[src/rtl/bsd_pkg.sv]
`timescale 1ns / 1ps
// ----------------------------------------------------------------------------
// bsd_pkg
// Shared constants and types for the descending character sorter.
// ----------------------------------------------------------------------------
package bsd_pkg;

	// depth of the cell chain (most characters held in one string)
	localparam int MAX_LEN = 63;
	// character width
	localparam int CH_W    = 7;

	typedef logic [CH_W-1:0] ch_t;

	// per-cycle command broadcast to every cell
	typedef struct packed {
		logic ins;    // insert the broadcast character
		logic shift;  // move every entry one cell toward the head
	} cell_ctl_t;

endpackage : bsd_pkg

[src/rtl/byte_string_sorter_descending.sv]
`timescale 1ns / 1ps
// ----------------------------------------------------------------------------
// byte_string_sorter_descending
// Collects characters of a string in a sorted cell chain and, on a zero
// character, emits them highest code first followed by a zero marked last.
// ----------------------------------------------------------------------------
//  channel | valid     | stall     | payload
//  input   | ch_valid  | ch_stall  | ch
//  output  | res_valid | res_stall | out_ch, last, overflow
//
//  a non-zero character is taken while collecting; every cell compares it at once
//  and the chain opens a slot in the same edge
//  a zero character gives n + 1 results (n = characters held, at most
//  63), as entries leave one at a time through the head cell of the chain
//  the input is stalled while results drain; output stalls simply hold the head
//  reset empties the chain through the occupied bits; no clearing pass
// ----------------------------------------------------------------------------
module byte_string_sorter_descending (
	input  logic         clk,
	input  logic         arst_n,
	input  logic         ch_valid,
	output logic         ch_stall,
	input  bsd_pkg::ch_t ch,
	output logic         res_valid,
	input  logic         res_stall,
	output bsd_pkg::ch_t out_ch,
	output logic         last,
	output logic         overflow
);
	import bsd_pkg::*;

	logic      drain_q;
	logic      drop_q;
	ch_t       head_data;
	logic      head_valid;
	logic      full;
	logic      in_acc;
	logic      out_acc;
	logic      term;
	cell_ctl_t ctl;

	assign in_acc  = ch_valid && !ch_stall;
	assign out_acc = res_valid && !res_stall;
	assign term    = (ch == '0);

	// chain commands
	always_comb begin
		ctl.ins   = in_acc && !term && !full;
		ctl.shift = out_acc && head_valid;
	end

	bsd_chain u_chain (
		.clk        (clk),
		.arst_n     (arst_n),
		.ctl        (ctl),
		.ch         (ch),
		.head_data  (head_data),
		.head_valid (head_valid),
		.full       (full)
	);

	// drain mode and dropped-character flag
	always_ff @(posedge clk or negedge arst_n) begin
		if (!arst_n) begin
			drain_q <= 1'b0;
			drop_q  <= 1'b0;
		end else begin
			if (in_acc && term) begin
				drain_q <= 1'b1;
			end else if (out_acc && !head_valid) begin
				drain_q <= 1'b0;
				drop_q  <= 1'b0;
			end
			if (in_acc && !term && full) begin
				drop_q <= 1'b1;
			end
		end
	end

	// result comes straight from the head cell
	assign ch_stall  = drain_q;
	assign res_valid = drain_q;
	assign out_ch    = head_valid ? head_data : '0;
	assign last      = !head_valid;
	assign overflow  = !head_valid && drop_q;

`ifndef SYNTH
	// a character arriving at a full chain raises the flag
	a_drop_set: assert property (@(posedge clk) disable iff (!arst_n)
		(in_acc && !term && full) |=> drop_q)
		else $error("dropped character not flagged");

	// a terminator starts the result run
	a_term_drain: assert property (@(posedge clk) disable iff (!arst_n)
		(in_acc && term) |=> res_valid)
		else $error("terminator did not start results");

	// the flag is only ever set with a full chain while collecting
	a_drop_full: assert property (@(posedge clk) disable iff (!arst_n)
		(drop_q && !drain_q) |-> full)
		else $error("overflow flag without a full chain");

	// the run ends after the terminator result is taken
	a_last_end: assert property (@(posedge clk) disable iff (!arst_n)
		(out_acc && last) |=> (!res_valid && !head_valid))
		else $error("results continued after terminator");
`endif

endmodule : byte_string_sorter_descending

[src/rtl/bsd_cell.sv]
`timescale 1ns / 1ps
// ----------------------------------------------------------------------------
// bsd_cell
// One slot of the sorted chain: holds a character and its occupied bit.
// ----------------------------------------------------------------------------
module bsd_cell (
	input  logic              clk,
	input  logic              arst_n,
	input  bsd_pkg::cell_ctl_t ctl,
	input  bsd_pkg::ch_t      ch,
	input  logic              prev_keep,
	input  bsd_pkg::ch_t      prev_data,
	input  logic              prev_valid,
	input  bsd_pkg::ch_t      next_data,
	input  logic              next_valid,
	output logic              keep,
	output bsd_pkg::ch_t      data,
	output logic              valid
);
	import bsd_pkg::*;

	ch_t  data_q;
	logic valid_q;
	ch_t  data_d;
	logic valid_d;
	logic load;

	// entry stays put when it is not smaller than the new character
	assign keep = valid_q && (data_q >= ch);

	// next contents: shift toward head, take the new character, or take the left entry
	always_comb begin
		data_d  = data_q;
		valid_d = valid_q;
		load    = 1'b0;
		if (ctl.shift) begin
			data_d  = next_data;
			valid_d = next_valid;
			load    = 1'b1;
		end else if (ctl.ins && !keep) begin
			load = 1'b1;
			if (prev_keep) begin
				data_d  = ch;
				valid_d = 1'b1;
			end else begin
				data_d  = prev_data;
				valid_d = prev_valid;
			end
		end
	end

	// occupied bit
	always_ff @(posedge clk or negedge arst_n) begin
		if (!arst_n) begin
			valid_q <= 1'b0;
		end else if (load) begin
			valid_q <= valid_d;
		end
	end

	// character payload
	always_ff @(posedge clk) begin
		if (load) begin
			data_q <= data_d;
		end
	end

	assign data  = data_q;
	assign valid = valid_q;

endmodule : bsd_cell

[src/rtl/bsd_chain.sv]
`timescale 1ns / 1ps
// ----------------------------------------------------------------------------
// bsd_chain
// Row of cells kept in descending order; head cell holds the largest entry.
// ----------------------------------------------------------------------------
module bsd_chain (
	input  logic               clk,
	input  logic               arst_n,
	input  bsd_pkg::cell_ctl_t ctl,
	input  bsd_pkg::ch_t       ch,
	output bsd_pkg::ch_t       head_data,
	output logic               head_valid,
	output logic               full
);
	import bsd_pkg::*;

	ch_t  data  [MAX_LEN];
	logic valid [MAX_LEN];
	logic keep  [MAX_LEN];

	// neighbor wiring with fixed values at both ends
	for (genvar i = 0; i < MAX_LEN; i++) begin : g_cell
		logic pk;
		ch_t  pd;
		logic pv;
		ch_t  nd;
		logic nv;

		if (i == 0) begin : g_head
			assign pk = 1'b1;
			assign pd = '0;
			assign pv = 1'b0;
		end else begin : g_mid
			assign pk = keep[i-1];
			assign pd = data[i-1];
			assign pv = valid[i-1];
		end

		if (i == MAX_LEN - 1) begin : g_tail
			assign nd = '0;
			assign nv = 1'b0;
		end else begin : g_body
			assign nd = data[i+1];
			assign nv = valid[i+1];
		end

		bsd_cell u_cell (
			.clk        (clk),
			.arst_n     (arst_n),
			.ctl        (ctl),
			.ch         (ch),
			.prev_keep  (pk),
			.prev_data  (pd),
			.prev_valid (pv),
			.next_data  (nd),
			.next_valid (nv),
			.keep       (keep[i]),
			.data       (data[i]),
			.valid      (valid[i])
		);
	end

	assign head_data  = data[0];
	assign head_valid = valid[0];
	assign full       = valid[MAX_LEN-1];

endmodule : bsd_chain

[config.mk]
export PLATFORM = sky130hd
export DESIGN_NAME = byte_string_sorter_descending
export DESIGN_NICKNAME = d
export VERILOG_FILES = /design/src/rtl/bsd_pkg.sv /design/src/rtl/byte_string_sorter_descending.sv /design/src/rtl/bsd_cell.sv /design/src/rtl/bsd_chain.sv
export SDC_FILE = /design/constraint.sdc
export NUM_CORES = 1
export LEC_CHECK = 0
export BUFFER_PORTS_ARGS = -buffer_cell sky130_fd_sc_hd__buf_2
export CORE_ASPECT_RATIO = 1.2
export CORE_MARGIN = 2
export CORE_UTILIZATION = 45
export DETAILED_ROUTE_END_ITERATION = 8
export PLACE_DENSITY = 0.63
export SYNTH_ARGS = -nofsm -noshare
export SYNTH_HDL_FRONTEND = slang
export SYNTH_SLANG_ARGS = --single-unit
export TNS_END_PERCENT = 30
[constraint.sdc]
create_clock -name clk -period 2.1 [get_ports clk]
set_clock_uncertainty 0.1 [all_clocks]
set_input_delay 0.315 -clock clk [delete_from_list [all_inputs] [get_ports clk]]
set_output_delay 0.315 -clock clk [all_outputs]
set_load 0.02 [all_outputs]
# Word level (Yosys, flattened, before mapping)

Index checks and enable logic that the tools add are counted.

Register bits: 506
Output and inout port bits: 11

Mux-type cells: 506
$lt $le $gt $ge: 63
Reductions and logical operators: 333
Equality and inequality tests: 1

Operator list:

| kind               | count |
|---|---|
| $mux 7             | 188 |
| $ge 7x7->1         | 63 |
| $mux 1             | 318 |
| $logic_and 1x1->1  | 135 |
| $reduce_bool 2->1  | 65 |
| $reduce_and 2->1   | 64 |
| $logic_not 1->1    | 68 |
| $logic_not 7->1    | 1 |
| $ne 2x1->1 const B | 1 |

# Longest topological paths before layout

Gate-level depths: netlist (run 1).

Word-level depth: 8
Gate-level depth with buffers: 9

# Modules after synthesis

Synthesis (run 1) repeated with hierarchy kept, for this count alone.

Cells, all modules: 3,933
Area total of the unflattened synthesis: 38,753.4 µm²

Modules (own cells, without submodules):

| module                        | times used | cells an instance | area each (µm²) |
|---|---|---|---|
| bsd_cell                      | 63         | 62                | 611.8 |
| byte_string_sorter_descending | 1          | 25                | 200.2 |
| bsd_chain                     | 1          | 2                 | 7.5 |

# Least setup slack after synthesis (run 1)

No wires, ideal clock.

Path kind: input port to flip-flop
Start point: input port ch[5]
End point: register u_chain.g_cell[45].u_cell.data_q[0] (enable)
Stages on the path: 9
Setup time: 0.323 ns
Required time: 1.677 ns
Data arrival time: 3.221 ns
Path slack: -1.545 ns
Cell sequence: buf_2 buf_1 inv_1 ha_1 a211oi_1 o22ai_1 a21oi_2 nand2_1 nand2_1

Word-level cells in the longest chain between the ends: 8
Elaborated cells between the ends (all ways): 12
Those cells by class: order compare: 1; mux: 2; reduce/logical: 9

RTL lines:

| item                                               | line                                | text |
|---|---|---|
| start, declared                                    | byte_string_sorter_descending.sv:23 | `input bsd_pkg::ch_t ch,` |
| branches (longest 4 deep; another with $ge 7x7->1) | -                                   |  |
| $logic_and 1x1->1 *                                | bsd_cell.sv:40                      | `end else if (ctl.ins && !keep) begin` |
| $mux 1                                             | bsd_cell.sv:40                      |  |
| $mux 1                                             | bsd_cell.sv:36                      | `if (ctl.shift) begin` |
| $reduce_and 2->1 (no source line) *                | -                                   |  |
| end signal, assigned                               | bsd_cell.sv:64                      | `data_q <= data_d;` |
| end, declared                                      | bsd_cell.sv:22                      | `ch_t data_q;` |

Every way passes the cells marked *.
A chain may end at the register's enable or synchronous reset.

# Worst setup path in the final report (run 1)

Start point: register u_chain.g_cell[30].u_cell.data_q[5]
End point: register u_chain.g_cell[31].u_cell.data_q[4], data pin

Word-level cells in the longest chain between the ends: 5

RTL lines:

| item                                          | line           | text |
|---|---|---|
| start, declared                               | bsd_cell.sv:22 |  |
| start signal, assigned                        | bsd_cell.sv:64 |  |
| $ge 7x7->1                                    | bsd_cell.sv:29 | `assign keep = valid_q && (data_q >= ch);` |
| $logic_and 1x1->1                             | bsd_cell.sv:29 |  |
| $mux 7                                        | bsd_cell.sv:42 | `if (prev_keep) begin` |
| $mux 7                                        | bsd_cell.sv:40 |  |
| $mux 7                                        | bsd_cell.sv:36 |  |
| named net u_chain.g_cell[31].u_cell.data_d[4] | bsd_cell.sv:24 | `ch_t data_d;` |
| end signal, assigned                          | bsd_cell.sv:64 |  |
| end, declared                                 | bsd_cell.sv:22 |  |

The timed path passes the listed nets, and every way through them passes these cells. The select of a mux whose other input is x is not followed.

==> flow_metrics.py, run 1 <==
metrics = {
    "worst_setup_path": {
        "cp.required_ps": 2380,
        "ff2ff_path_depth": 7,
        "r2r_start": "u_chain.g_cell[30].u_cell.data[5]",
        "crit_type": "reg -> reg",
        "cp_max_fo": 4,
        "slowest_stage": "edfxtp_1",
        "cp-end-kind": "register",
        "critical_path.startpoint_type": "register",
        "r2r-end": "u_chain.g_cell[31].u_cell.data[4]",
        "rrSetupSlack_ps": -30,
        "cp_top_family": "compound AO/OA/AOI/OAI gates",
        "cpPeakStageDelay_ps": 430,
        "cp_num_buf_inv": 1,
        "worstPathArrival_ps": 2410,
        "cp_cell_sequence": "ha_4 > a211oi_4 > o22ai_2 > a21oi_2 > buf_6 > mux2i_4 > o21ai_2",
    },
    "detailed_routing": {
        "drtPass1Iterations": 6,
        "totalWireLength_um": 108000,
        "vias_per_cell": 5.94,
        "met3_length_um": 5530,
        "wirelength_met1_um": 45600,
        "drc_errors": 0,
        "wl_per_cell_um": 20.6,
        "routed-wl-met2_um": 53200,
        "vias": 31300,
        "drt_iter0_drc": 2565,
        "drtAntennaViolNets": 0,
        "top_layer_used": "met4",
    },
    "placed_design": {
        "port_buffers": 21,
        "hpwlAfterDp_um": 73900,
        "place_congestion": 0.854,
        "place_ws_ps": -563,
    },
    "cts": {
        "cts_root_buf": "clkbuf_16",
        "cts_buffers": 56,
        "clkLatencyLatePin_ps": 640,
        "htree_levels": 2,
        "clkSinkCount": 506,
        "cts_tree": "built",
        "clk_pin_slew_worst_paths_ps": 60,
        "clockBufferDepth": 3,
    },
    "sta": {
        "worst_pin_slew_ps": 1100,
        "max_freq_ghz": 0.469,
        "slew_headroom_pct": 26.6,
        "fin_crit_ps": 2130,
        "finalSetupViolCount": 12,
        "final_hold_viol_count": 0,
        "drv_slew": 0,
        "final.setup.worst_slack_ps": -30.4,
        "min_period_over_period_pct": 101,
        "rsz0062_at_grt": "true",
    },
    "layout": {
        "areaGrowthSynthToFinish_pct": 24.6,
        "finalNetCount": 4625,
        "nFillCells": 6839,
        "regArea_um2": 14900,
        "multi_input_area_um2": 21000,
        "drive_gt1_share_pct": 21.4,
    },
    "synthesis": {
        "synthCells": 3785,
        "netlist_area_um2": 35900,
        "synth_ff_type": "edfxtp_1",
        "synth_fp_nets": 4230,
        "syn_avg_cell_area_um2": 9.47,
        "synth.yosys.seq_area_share_pct": 41.5,
        "ys_top_cells_by_count": "549 x o21ai_0, 441 x edfxtp_1, 434 x ha_1",
        "synth_top_cell_area_share_pct": 36.9,
        "ys_ff_latch": 506,
        "yosysTopAreaCell": "edfxtp_1",
        "yosysMostFrequentCell": "o21ai_0",
        "ys.warnings.count": 0,
        "synth_edf_count": 441,
        "ys_types": 37,
        "synth_area_leaders": "edfxtp_1 37%, ha_1 15%, o21ai_0 7.7%",
        "async_flop_share_pct": 12.8,
    },
    "grt": {
        "grt_max_degree": 74,
        "grt_first_pass_wirelength_um": 166000,
        "grt_pass1_vias": 30400,
        "track_usage_pct": 25.3,
        "grt_overflow": 0,
        "antenna_found_initial": 1,
    },
    "floorplan": {
        "core_um2": 79000,
        "die_h_um": 313,
        "io_pins": 22,
        "die_w_um": 262,
        "initial_core_util_pct": 45.4,
        "rows": 113,
        "die_area_um2": 82000,
    },
    "status": {
        "violations": "setup timing",
        "outcome": "finished with violations",
    },
    "pwr": {
        "power.density_nw_per_um2": 1160,
        "ir_drop_v": 0.000786,
        "power.total_mw": 51.8,
        "leakage_nw": 18.3,
    },
    "min_path": {
        "hp-class": "in -> async",
    },
    "job": {
        "maxCapViolCount": 0,
    },
}
-- routing by layer --
metal,vias to the layer above,global-route usage (%)
met5,-,0
met4,0,8.61
met3,250,2.67
met2,1018,44.0
met1,15000,32.6
li1,15000,-
-- layout make-up --
type | instances | share of cell area, %
multi-input cells | 2899 | 46.9
inverters | 164 | 1.43
repair buffers | 553 | 11.3
flip-flops and latches | 506 | 33.3
diodes | 1 | 0.00560
clock inverters | 23 | 0.540
well taps | 1035 | 2.90
clock buffers | 83 | 3.59
-- state kept, by name, indices dropped and copies added, names as in the netlist --
name                         cells
u_chain.g_cell.u_cell.valid     63
u_chain.g_cell.u_cell.data     441
drop_q                           1
ch_stall                         1
-- metrics by stage --
stage                     std cells  hold WS (ps)  setup TNS [ps]  utilization [%]  cell area (um^2)
after floorplan                3785         -80.6         -953600                -             36100
after global placement         5094           176         -339500             51.5             40700
after detailed placement       5094           179         -365110             51.5             40700
after CTS                      5203          67.8           -79.3             54.1             42700
after global routing           5264          96.6           -4800             56.5             44700
final                          5264          75.7            -159             56.5             44700
-- report_power, final --
group,total [mW],internal [mW],switching (mW)
sequential,18.1,15.3,2.79
combinational,23.5,10.9,12.7
clock,10.2,5.88,4.29
-- cells in the final DEF, fill, tap and decap left out, types with 38 or more instances in the layout --
cell,n
mux2i_1,235
edfxtp_1,441
o21ai_0,445
dfrtp_1,65
nor2_1,235
a21oi_2,38
ha_4,66
nand4_1,90
nand2_1,359
clkbuf_16,59
nor3_1,66
inv_1,152
buf_12,63
a22oi_1,49
a31oi_1,197
buf_4,446
o21ai_1,98
a21oi_1,253
ha_1,365
-- what timing repair did --
item	in CTS	in global routing
buffers inserted	1	58
gates resized for setup	29	328
pin swaps	1	55
setup endpoints to repair	154	740
hold buffers	2	0
endpoints found under the hold margin	66	0
cloned	0	2
-- kinds of logic (layout without fill, tap and decap cells) --
kind of cell	after synthesis	count (layout)	synth area share (%)
other	0	1	0
and+or+nand+nor	952	952	12.1
AOI/OAI and AO/OA	1268	1268	20.0
buffers and inverters	380	823	4.53
DFF	506	506	41.5
adders and majority gates	434	434	15.1
muxes	245	245	6.84
-- how the worst max path moves through the flow --
stage | from | end | depth (start not counted)
2_1_floorplan | ch[1] | u_chain.g_cell[61].u_cell.data[0] | 9
3_3_place_gp | ch[2] | u_chain.g_cell[4].u_cell.data[0] | 10
3_5_place_dp | ch[2] | u_chain.g_cell[4].u_cell.data[5] | 10
4_1_cts | u_chain.g_cell[50].u_cell.data[0] | u_chain.g_cell[51].u_cell.data[0] | 7
5_1_grt | u_chain.g_cell[30].u_cell.data[4] | u_chain.g_cell[31].u_cell.data[2] | 7
6_report | u_chain.g_cell[30].u_cell.data[5] | u_chain.g_cell[31].u_cell.data[4] | 7
No activity file was read; power rests on OpenSTA's default activity.
==> run 2, diff against run 1 <==
Settings changed: ABC_AREA from default to 1.
==> flow_metrics.py, run 2 <==
metrics = {
    "pwr": {
        "ir_drop_v": 0.000781,
        "power.total_mw": 54.8,
        "leakage_nw": 24.7,
        "power.density_nw_per_um2": 1160,
    },
    "worst_setup_path": {
        "cp_cell_sequence": "ha_1 > nand2_1 > inv_1 > a21oi_1 > nand3_2 > nand3_2 > nand2_1 > inv_4",
        "cp_max_fo": 7,
        "cp_num_buf_inv": 2,
        "slowest_stage": "edfxtp_1",
        "worstPathArrival_ps": 2270,
        "crit_type": "reg -> reg",
        "cpPeakStageDelay_ps": 440,
        "critical_path.startpoint_type": "register",
        "cp_top_family": "simple AND/OR/NAND/NOR gates",
        "cp-end-kind": "register",
        "cp.required_ps": 2360,
    },
    "placed_design": {
        "place_congestion": 0.862,
        "place_ws_ps": -383,
        "place_area_um2": 44700,
        "port_buffers": 21,
        "hpwlAfterDp_um": 84000,
    },
    "synthesis": {
        "syn_avg_cell_area_um2": 7.11,
        "async_flop_share_pct": 12.8,
        "yosysMostFrequentCell": "nand2_1",
        "netlist_area_um2": 40300,
        "ys.warnings.count": 0,
        "yosysTopAreaCell": "edfxtp_1",
        "ys_ff_latch": 506,
        "ys_types": 23,
        "synth_edf_count": 441,
        "synthCells": 5671,
        "synth_ff_type": "edfxtp_1",
        "ys_top_cells_by_count": "2193 x nand2_1, 1153 x nand3_1, 801 x inv_1",
        "synth_top_cell_area_share_pct": 32.9,
        "synth_area_leaders": "edfxtp_1 33%, nand2_1 20%, nand3_1 14%",
        "synth_fp_nets": 6116,
        "synth.yosys.seq_area_share_pct": 36.9,
    },
    "sta": {
        "final.setup.worst_slack_ps": 91.3,
        "rsz0062_at_grt": "true",
        "finalSetupViolCount": 0,
        "final_hold_viol_count": 0,
        "fin_crit_ps": 2010,
        "worst_pin_slew_ps": 529,
        "max_freq_ghz": 0.498,
        "min_period_over_period_pct": 95.7,
        "drv_slew": 0,
        "slew_headroom_pct": 64.7,
    },
    "job": {
        "maxCapViolCount": 0,
    },
    "detailed_routing": {
        "drc_errors": 0,
        "wl_per_cell_um": 16.3,
        "drtPass1Iterations": 6,
        "totalWireLength_um": 117000,
        "drtAntennaViolNets": 0,
        "vias_per_cell": 5.25,
        "drt_iter0_drc": 2861,
        "vias": 37700,
    },
    "cts": {
        "clockBufferDepth": 3,
        "htree_levels": 2,
        "cts_buffers": 59,
        "cts_tree": "built",
        "clkSinkCount": 506,
        "clkLatencyLatePin_ps": 680,
        "cts_root_buf": "clkbuf_16",
        "clk_pin_slew_worst_paths_ps": 60,
    },
    "layout": {
        "nFillCells": 8656,
        "largest_reg_flops": 441,
        "areaGrowthSynthToFinish_pct": 17.0,
        "diodes": 0,
        "mostFrequentLayoutCells": "2156 x nand2_1, 1092 x nand3_1, 741 x inv_1",
        "mostFrequentLayoutCell": "nand2_1",
        "final_area_um2": 47200,
        "finalNetCount": 6417,
        "drive_gt1_share_pct": 12.5,
    },
    "grt": {
        "track_usage_pct": 24.9,
        "grt_first_pass_wirelength_um": 187000,
        "grt_pass1_vias": 36400,
        "use_met3_pct": 2.72,
        "grt_overflow": 0,
        "use_met2_pct": 44.9,
        "top_usage_layer": "met2",
        "grt_util_met1_pct": 30.5,
        "antenna_found_initial": 0,
        "grt_max_degree": 86,
    },
    "floorplan": {
        "core_um2": 89000,
        "die_area_um2": 92000,
        "die_w_um": 277,
        "initial_core_util_pct": 45.3,
        "io_pins": 22,
        "rows": 120,
        "die_h_um": 332,
    },
    "min_path": {
        "hp-class": "in -> async",
    },
    "status": {
        "outcome": "complete, no violations",
    },
}
-- run 2: cell types whose count changed in the layout (fill, tap and decap cells not counted), sizes merged, moves of 81 or more --
cell	change
nand2	+1798
nand3	+1134
inv	+650
o21ai	-504
mux2i	-245
a31oi	-218
a21oi	-166
nor2	-111
nand4	-89
buf	-81
-- run 2: kinds of logic (layout without fill, tap and decap cells) --
group                    Yosys count  count (layout)  synth area share [%]
flip-flops                       506             506                  36.9
adder cells (fa/ha/maj)          434             434                  13.5
AND/OR/NAND/NOR                 3483            3483                  36.2
AO/OA/AOI/OAI                    203             203                  2.53
buffers and inverters           1045            1396                  10.9
-- run 2: timing repair --
action	CTS	global route
resized for setup	2	87
hold buffers	6	0
endpoints found under the setup margin	19	554
pin swaps	0	6
hold endpoints to repair	70	0
cloned	0	1
setup buffers	0	21
-- run 2: metrics by stage --
step	util (%)	TNS (ps)	instances	hold WS (ps)
after CTS	52.5	0	7159	3.07
after global placement	50.2	-209890	7042	193
after detailed placement	50.2	-235370	7042	191
after floorplan	-	-2910	5671	-80.6
after global routing	53.0	-683	7181	43.0
final	53.0	0	7181	30.0
-- run 2: path summary, 6_finish.rpt --
| kind | from | end | slack (ps) | depth (start not counted) |
|---|---|---|---|---|
| hold / removal | arst_n | u_chain.g_cell[16].u_cell.valid | 30 | 2 |
| setup reg to reg | u_chain.g_cell[22].u_cell.data[5] | u_chain.g_cell[22].u_cell.data[2] | 90 | 8 |
| min in group clk | ch[1] | u_chain.g_cell[0].u_cell.data[1] | 60 | 4 |
| max in group asynchronous | arst_n | u_chain.g_cell[42].u_cell.valid | 1240 | 3 |
| hold reg to reg | u_chain.g_cell[62].u_cell.data[6] | u_chain.g_cell[61].u_cell.data[6] | 420 | 2 |
| setup / recovery | u_chain.g_cell[22].u_cell.data[5] | u_chain.g_cell[22].u_cell.data[2] | 90 | 8 |
-- run 2: report_power, final --
part / internal (mW) / total, mW / switching (mW)
registers: 16.4 / 19.5 / 3.18
clock network: 5.83 / 10.4 / 4.53
logic: 9.85 / 24.9 / 15.0
-- run 2: final cells by class --
class	count	area, um^2	share of cell area, %
multi-input cells	4120	21600	45.8
flip-flops and latches	506	14900	31.5
clock inverters	32	274	0.581
well taps	1159	1450	3.07
repair buffers	475	4250	9.00
clock buffers	79	1630	3.46
inverters	810	3120	6.62
-- run 2: routing by layer --
metal	routed length (um)	part of all wire [%]
met4	3670	3.1
met5	0	0
met1	49400	42
met2	58600	50
met3	5060	4.3
